### src/rtl/qvr_pkg.sv
package qvr_pkg;

	localparam int VEC_W      = 16;
	localparam int QUAT_W     = 16;
	localparam int ROT_W      = 17;
	localparam int FRAC_SHIFT = 28;

	// q * v products, three-term sums, t * q products, four-term sums
	localparam int P1_W  = QUAT_W + VEC_W;
	localparam int T_W   = P1_W + 1;
	localparam int P2_W  = T_W + QUAT_W;
	localparam int ACC_W = P2_W + 2;
	localparam int SHR_W = ACC_W - FRAC_SHIFT;

	localparam int IN_DATA_W  = 48;
	localparam int OUT_DATA_W = 56;
	localparam int CFG_ADDR_W = 2;

	localparam logic signed [ACC_W-1:0] ROUND_HALF = ACC_W'(1) <<< (FRAC_SHIFT - 1);
	localparam logic signed [ROT_W-1:0] ROT_MAX = {1'b0, {(ROT_W-1){1'b1}}};
	localparam logic signed [ROT_W-1:0] ROT_MIN = {1'b1, {(ROT_W-1){1'b0}}};

	localparam logic signed [QUAT_W-1:0] QUAT_ONE = QUAT_W'(16384);

	typedef logic signed [VEC_W-1:0]  vec_t;
	typedef logic signed [QUAT_W-1:0] quat_t;
	typedef logic signed [P1_W-1:0]   prod1_t;
	typedef logic signed [T_W-1:0]    tsum_t;
	typedef logic signed [P2_W-1:0]   prod2_t;
	typedef logic signed [SHR_W-1:0]  shr_t;
	typedef logic signed [ROT_W-1:0]  rot_t;

	// register indexes, also the component order of the stored quaternion
	typedef enum logic [CFG_ADDR_W-1:0] {
		QUAT_REAL = 2'd0,
		QUAT_I    = 2'd1,
		QUAT_J    = 2'd2,
		QUAT_K    = 2'd3
	} quat_idx_t;

	typedef struct packed {
		rot_t rot;
		logic sat;
	} fin_t;

endpackage

### src/rtl/qvr_finish.sv
module qvr_finish
	import qvr_pkg::*;
(
	input  shr_t acc,
	output fin_t res
);

	always_comb begin
		if (acc > SHR_W'(ROT_MAX)) begin
			res.rot = ROT_MAX;
			res.sat = 1'b1;
		end else if (acc < SHR_W'(ROT_MIN)) begin
			res.rot = ROT_MIN;
			res.sat = 1'b1;
		end else begin
			res.rot = acc[ROT_W-1:0];
			res.sat = 1'b0;
		end
	end

endmodule
### config.mk
export PLATFORM = sky130hd
export DESIGN_NAME = qvr_finish
export DESIGN_NICKNAME = d
export VERILOG_FILES = /design/src/rtl/qvr_pkg.sv /design/src/rtl/qvr_finish.sv
export SDC_FILE = /design/constraint.sdc
export NUM_CORES = 1
export LEC_CHECK = 0
export BUFFER_PORTS_ARGS = -buffer_cell sky130_fd_sc_hd__buf_2
export CAP_MARGIN = 20
export CELL_PAD_IN_SITES_DETAIL_PLACEMENT = 0
export CELL_PAD_IN_SITES_GLOBAL_PLACEMENT = 1
export CORE_MARGIN = 10
export CORE_UTILIZATION = 23
export DETAILED_ROUTE_END_ITERATION = 7
export MAX_ROUTING_LAYER = met4
export PLACE_DENSITY = 0.88
export RECOVER_POWER = 100
export SYNTH_ARGS = -nofsm -noshare
export SYNTH_HDL_FRONTEND = slang
export SYNTH_SLANG_ARGS = --single-unit
### constraint.sdc
create_clock -name vclk -period 1.3
set_clock_uncertainty 0.1 [all_clocks]
set_input_delay 0.065 -clock vclk [all_inputs]
set_output_delay 0.065 -clock vclk [all_outputs]
set_load 0.005 [all_outputs]
==> results of run 1 <==
-- cells in the mapped netlist --
cell / number
a2bb2oi_1: 16
and4_1: 1
buf_1: 1
buf_2: 4
buf_4: 1
buf_6: 2
clkbuf_1: 2
nand2_2: 1
nand4_1: 17
nor2_1: 1
nor4_2: 1
o21a_1: 1
-- what timing repair did --
action / 4_1_cts / 5_1_grt
endpoints found under the setup margin: 0 / 1
resized for setup: 0 / 1
hold buffers: 0 / 0
-- stage by stage --
stage | power, W | setup WS (ps)
2_1_floorplan | 0.0000699 | 335
3_3_place_gp | 0.000144 | 107
3_5_place_dp | 0.000146 | 66.0
4_1_cts | 0.000147 | 64.8
5_1_grt | 0.000155 | 41.0
6_report | 0.000140 | 102
-- final timing paths --
| check | end | slack (ps) | depth (start not counted) |
|---|---|---|---|
| setup / recovery | res[3] | 100 | 5 |
| hold / removal | res[8] | 370 | 3 |
-- per-layer routing --
layer / share of wire (%) / wire length (um) / track usage, % / up-vias
met2: 47 / 733 / 12.8 / 24
met3: 7.2 / 111 / 1.93 / 0
met4: 0 / 0 / 0 / 0
met5: 0 / 0 / - / -
li1: - / - / - / 277
met1: 46 / 707 / 9.90 / 240
-- cells by family (layout without fill, tap and decap cells) --
group           count (synthesis)  in the layout
simple gates                   21             21
compound gates                 17             17
buf+inv                        10             44
-- layout make-up --
class              count  share of cell area [%]
multi-input cells     38                    56.2
well taps             15                    3.63
repair buffers        44                    40.2
-- power by group --
part | leakage [nW] | switching (W) | internal, W
clock network | 0 | 0 | 0
logic | 0.220 | 0.0000726 | 0.0000673
registers | 0 | 0 | 0
total | 0.220 | 0.0000726 | 0.0000673
-- critical path: cells and delay by family --
| kind | cells | cell delay (ps) |
|---|---|---|
| buf+inv | 2 | 240 |
| compound gates | 1 | 170 |
| simple gates | 2 | 550 |
-- placed cells by master, fill, tap and decap left out --
cell | netlist | final
nor2_1 | 1 | 1
clkbuf_1 | 2 | 16
a2bb2oi_1 | 16 | 16
nand2_4 | 0 | 1
buf_2 | 4 | 25
o21a_1 | 1 | 1
nor4_2 | 1 | 1
nand4_1 | 17 | 17
and4_1 | 1 | 1
buf_4 | 1 | 3
==> summary.md, run 1 <==
| Metric | Value |
|---|---|
| Gr ovfl total | `0` |
| Crit path from | `acc[21]` |
| Simple-gate share of the synthesized area | `39.7%` |
| Sequential cell count | `0` |
| IO Port Bufs | `41` |
| Post-DP Area | `532 sq um` |
| Hold Crit Class | `in -> out` |
| Core box area | `0.00137 sq mm` |
| CP Class | `in -> out` |
| Status | `finished, final reports clean` |
| Max-capacitance violation count | `0` |
| Inserted Diodes | `0` |
| Iter 0 DRT Violations | `8` |
| Finished Layout Cells | `97` |
| Min Tclk post-route | `1200 ps` |
| Vias/cell | `5.58` |
| Register area share after synthesis | `0%` |
| Initial antenna violation count | `0` |
| Vias | `541` |
| Post CTS Setup Buffer Count | `0` |
| Gpl congestion | `0.638` |
| Hold violation total from the final report | `0` |
| Top cell type by total area after synthesis | `a2bb2oi_1` |
| Crit path max fanout | `17` |
| IO Pins | `41` |
| Number of detailed-route iterations in the first pass | `2` |
| Fillers | `163` |
| CP Data Arrival Time | `1030 ps` |
| CP cell instances | `buf_2 -> nor4_2 -> nand2_4 -> a2bb2oi_1 -> buf_2` |
| Area Growth Syn to Fin | `49.1%` |
| Core Util, Final | `37.8%` |
| Slew Viols, Final | `0` |
| Syn Nets | `71` |
| Max Clk Rate | `0.835 GHz` |
| Mux contribution to synthesized area | `0%` |
| Crit start category | `primary input` |
| Reg area | `0 sq um` |
| Number of global-route vias before repair | `531` |
| Worst VDD drop | `169 uV` |
| DRC | `0` |
| GRT Overall Usage | `7.78%` |
| Worst hold path startpoint | `acc[7]` |
| Layout cell share with drive strength beyond 1 | `36.6%` |
| RSZ-0062 raised after global routing | `false` |
| Combinational family with the most area after synthesis | `compound AO/OA/AOI/OAI gates` |
| Complex-gate fraction of the synthesized area | `42.6%` |
| Dpl cells | `97` |
| Critical path capture point type | `output port` |
| Fin area | `517 sq um` |
| Final setup fails | `0` |
| CP required | `1130 ps` |
| Initial core utilization | `25.4%` |
| Count of different cell masters after synthesis | `12` |
| Leakage | `0.220 nW` |
| Top cell by count, worst path | `buf_2` |
| Power per Cell Area | `271 mW/mm^2` |
| Final Net Count | `107` |
| Wirelength per Cell | `16.0 um` |
| Yosys Warn Count | `0` |
| CP max-delay cell | `nor4_2` |
| Final Cycle Share | `92.1%` |
| Global-route wire length before repair | `2.33 mm` |
| Synth Cell Area | `347 sq um` |
| Max incr delay on CP | `360 ps` |
| Setup TNS | `0 ps` |
| Die height | `58.8 um` |
| Die ar. | `0.00346 sq mm` |
| Largest net degree at the start of global routing | `20` |
| Yosys top cell area share | `40.4%` |
| Worst Tran Pin Value | `323 ps` |
| Multi-input logic area | `290 sq um` |
| Synth Area in Adders | `0%` |
| Die X | `58.8 um` |
| Hold Slack | `367 ps` |
| ANT nets after route | `0` |
| Rel. slew slack | `78.3%` |
| Post-Synth XOR/XNOR Area | `0%` |
| Main area contributors after synthesis | `a2bb2oi_1 (40%), nand4_1 (31%), buf_6 (6.5%)` |
| Post-DP HPWL | `1.22 mm` |
| Site Rows | `13` |
| Clock buffer cells | `0` |
| Syn Inst Count | `48` |
| DRT Wirelength | `1.55 mm` |
| Post-Syn Area per Cell | `7.22 sq um` |
(Power assumes the default switching activity.)
==> inputs of run 2 (changes only) <==
--- a/config.mk
+++ b/config.mk
@@ -10,10 +10,10 @@
 export CELL_PAD_IN_SITES_DETAIL_PLACEMENT = 0
 export CELL_PAD_IN_SITES_GLOBAL_PLACEMENT = 1
 export CORE_MARGIN = 10
-export CORE_UTILIZATION = 23
+export CORE_UTILIZATION = 19
 export DETAILED_ROUTE_END_ITERATION = 7
 export MAX_ROUTING_LAYER = met4
-export PLACE_DENSITY = 0.88
+export PLACE_DENSITY = 0.78
 export RECOVER_POWER = 100
 export SYNTH_ARGS = -nofsm -noshare
 export SYNTH_HDL_FRONTEND = slang
==> constraint.sdc (replaced) <==
create_clock -name vclk -period 1
set_clock_uncertainty 0.1 [all_clocks]
set_input_delay 0.05 -clock vclk [all_inputs]
set_output_delay 0.05 -clock vclk [all_outputs]
set_load 0.005 [all_outputs]
==> run 2 against run 1 <==
  * Global-route usage is 0.79 points lower
  * Wire length is 0.84% higher
  * Final area is 23% higher
  * Clock-buffer cell count stayed put
  * Utilization is 1.1 points lower
  * The flow now finishes with violations (setup timing)
  * Hold slack worse by 30 ps
  * Non-clock buffer count is 3 higher
==> summary.md, run 2 (synthesis results as in run 1) <==
| Metric | Value |
|---|---|
| Status | `finished with violations` |
| Violated checks | `setup timing` |
| Top delay family on crit path | `buffers and inverters` |
| Final setup margin | `-85.5 ps (-188 ps)` |
| Worst VDD drop | `127 uV (-25%)` |
| Slew Viols, Final | `0 (unchanged)` |
| Die X | `62.7 um (+6.6%)` |
| Hold Slack | `337 ps (-29.7 ps)` |
| Clock buffer cells | `0 (unchanged)` |
| Die ar. | `0.00393 sq mm (+14%)` |
| Hold depth | `3 (unchanged)` |
| DRT Wirelength | `1.57 mm (+0.84%)` |
| Min Tclk post-route | `1090 ps` |
| Initial antenna violation count | `0 (unchanged)` |
| Largest net degree at the start of global routing | `20 (unchanged)` |
| Worst Tran Pin Value | `349 ps (+26.6 ps)` |
| Final setup fails | `17 (+17)` |
| RSZ-0062 raised after global routing | `true` |
| Most frequent cells in the layout | `buf_2 (39), nand4_1 (17), a2bb2oi_1 (12)` |
| Max Clk Rate | `0.921 GHz` |
| PnR Total Power | `0.000212 W (+52%)` |
| Max-capacitance violation count | `0 (unchanged)` |
| CP Data Arrival Time | `940 ps (-90 ps)` |
| Fillers | `204 (+25%)` |
| Worst hold path startpoint | `acc[13]` |
| Leakage | `0.279 nW (+27%)` |
| Reg area | `0 sq um (unchanged)` |
| Iter 0 DRT Violations | `7 (-1)` |
| Site Rows | `15 (+2)` |
| Number of detailed-route iterations in the first pass | `3 (+1)` |
| Sequential cell count | `0 (unchanged)` |
| IO Port Bufs | `41 (unchanged)` |
| Gr ovfl total | `0 (unchanged)` |
| Die height | `62.7 um (+6.6%)` |
| Final Net Count | `110 (+2.8%)` |
| CP Class | `in -> out` |
| Hold violation total from the final report | `0 (unchanged)` |
| CP required | `850 ps (-280 ps)` |
| Area Growth Syn to Fin | `83.0%` |
| Max incr delay on CP | `260 ps (-100 ps)` |
| Final Cycle Share | `109%` |
| Vias/cell | `4.94 (-11%)` |
| Inserted Diodes | `0 (unchanged)` |
| Cts hold-fix bufs | `0 (unchanged)` |
| Crit path max fanout | `8 (-9)` |
| IO Pins | `41 (unchanged)` |
| Vias | `543 (+0.37%)` |
| ANT nets after route | `0 (unchanged)` |
| Crit start category | `primary input` |
| Power per Cell Area | `335 mW/mm^2 (+24%)` |
| DRC | `0 (unchanged)` |
| Hold EP | `res[14]` |
| Hold Crit Class | `in -> out` |
| Core box area | `0.00173 sq mm (+26%)` |
| Gpl congestion | `0.676 (+6.1%)` |
| Global-route wire length before repair | `2.42 mm (+3.8%)` |
| Critical path capture point type | `output port` |
| Multi-input logic area | `322 sq um (+11%)` |
| Buf+Inv Stages, Crit Path | `3 (+1)` |
| Core Util, Final | `36.7% (-1.1 points)` |
| Initial core utilization | `20.1% (-5.3 points)` |
| Layout cell share with drive strength beyond 1 | `63.5% (+27 points)` |
| Number of global-route vias before repair | `536 (+0.94%)` |
| Wirelength per Cell | `14.2 um (-11%)` |
| Most common cell after layout, fill and taps aside | `buf_2` |
| GRT Overall Usage | `6.99% (-0.79 points)` |
| Post-DP HPWL | `1.26 mm (+3.1%)` |
| CP max-delay cell | `nor4_4` |
| CP cell instances | `buf_8 -> nor4_4 -> nand2_2 -> buf_6 -> o21a_1 -> buf_2` |
| Rel. slew slack | `76.7% (-1.6 points)` |
-- run 2: cell types whose count changed in the layout (fill, tap and decap cells not counted) --
cell	previous run	this run
and4_1	1	0
a2bb2oi_1	16	12
nor4_4	0	1
and4_4	0	1
buf_6	0	5
buf_4	3	2
clkbuf_1	16	0
a2bb2oi_2	0	4
buf_8	0	1
nand2_2	0	1
nand2_4	1	0
buf_2	25	39
nor4_2	1	0
-- run 2: power breakdown --
group	switching [W]	total, W	internal [W]
registers	0	0	0
clock network	0	0	0
logic	0.0000981	0.000212	0.000114
-- run 2: repair_timing --
action | 4_1_cts | 5_1_grt
gates resized for setup | 5 | 8
endpoints found under the hold margin | 0 | 0
endpoints found under the setup margin | 17 | 17
pin swaps | 2 | 8
buffers inserted | 2 | 0
-- run 2: worst max-delay path by stage --
stage,cells after the start,startpoint,slack (ps),end
after floorplan,4,acc[21],70,res[0]
after global placement,5,acc[21],-170,res[0]
after detailed placement,5,acc[21],-210,res[0]
after CTS,6,acc[19],-90,res[1]
after global routing,6,acc[20],-150,res[0]
final,6,acc[20],-90,res[0]
-- run 2: area by class of cell --
type	count	share of cell area (%)
multi-input cells	38	50.7
repair buffers	47	44.4
well taps	25	4.93
-- run 2: worst min-delay path, stage by stage --
cell	delay (ps)
buf_2	100
a2bb2oi_2	120
buf_2	120
-- run 2: per-layer routing --
layer	GRT usage, %	part of all wire (%)	up-vias
met2	10.6	42	28
met5	-	0	-
li1	-	-	281
met3	1.43	5.9	0
met4	0	0	0
met1	9.74	52	234
-- run 2: stage by stage --
step / cell area (sq um) / setup TNS, ps / std cells / setup WS [ps]
final: 634 / -1160 / 110 / -85.5
after global routing: 634 / -2160 / 110 / -147
after CTS: 596 / -1290 / 110 / -86.8
after detailed placement: 552 / -3230 / 108 / -212
after global placement: 552 / -2630 / 108 / -174
after floorplan: 347 / 0 / 48 / 65.1
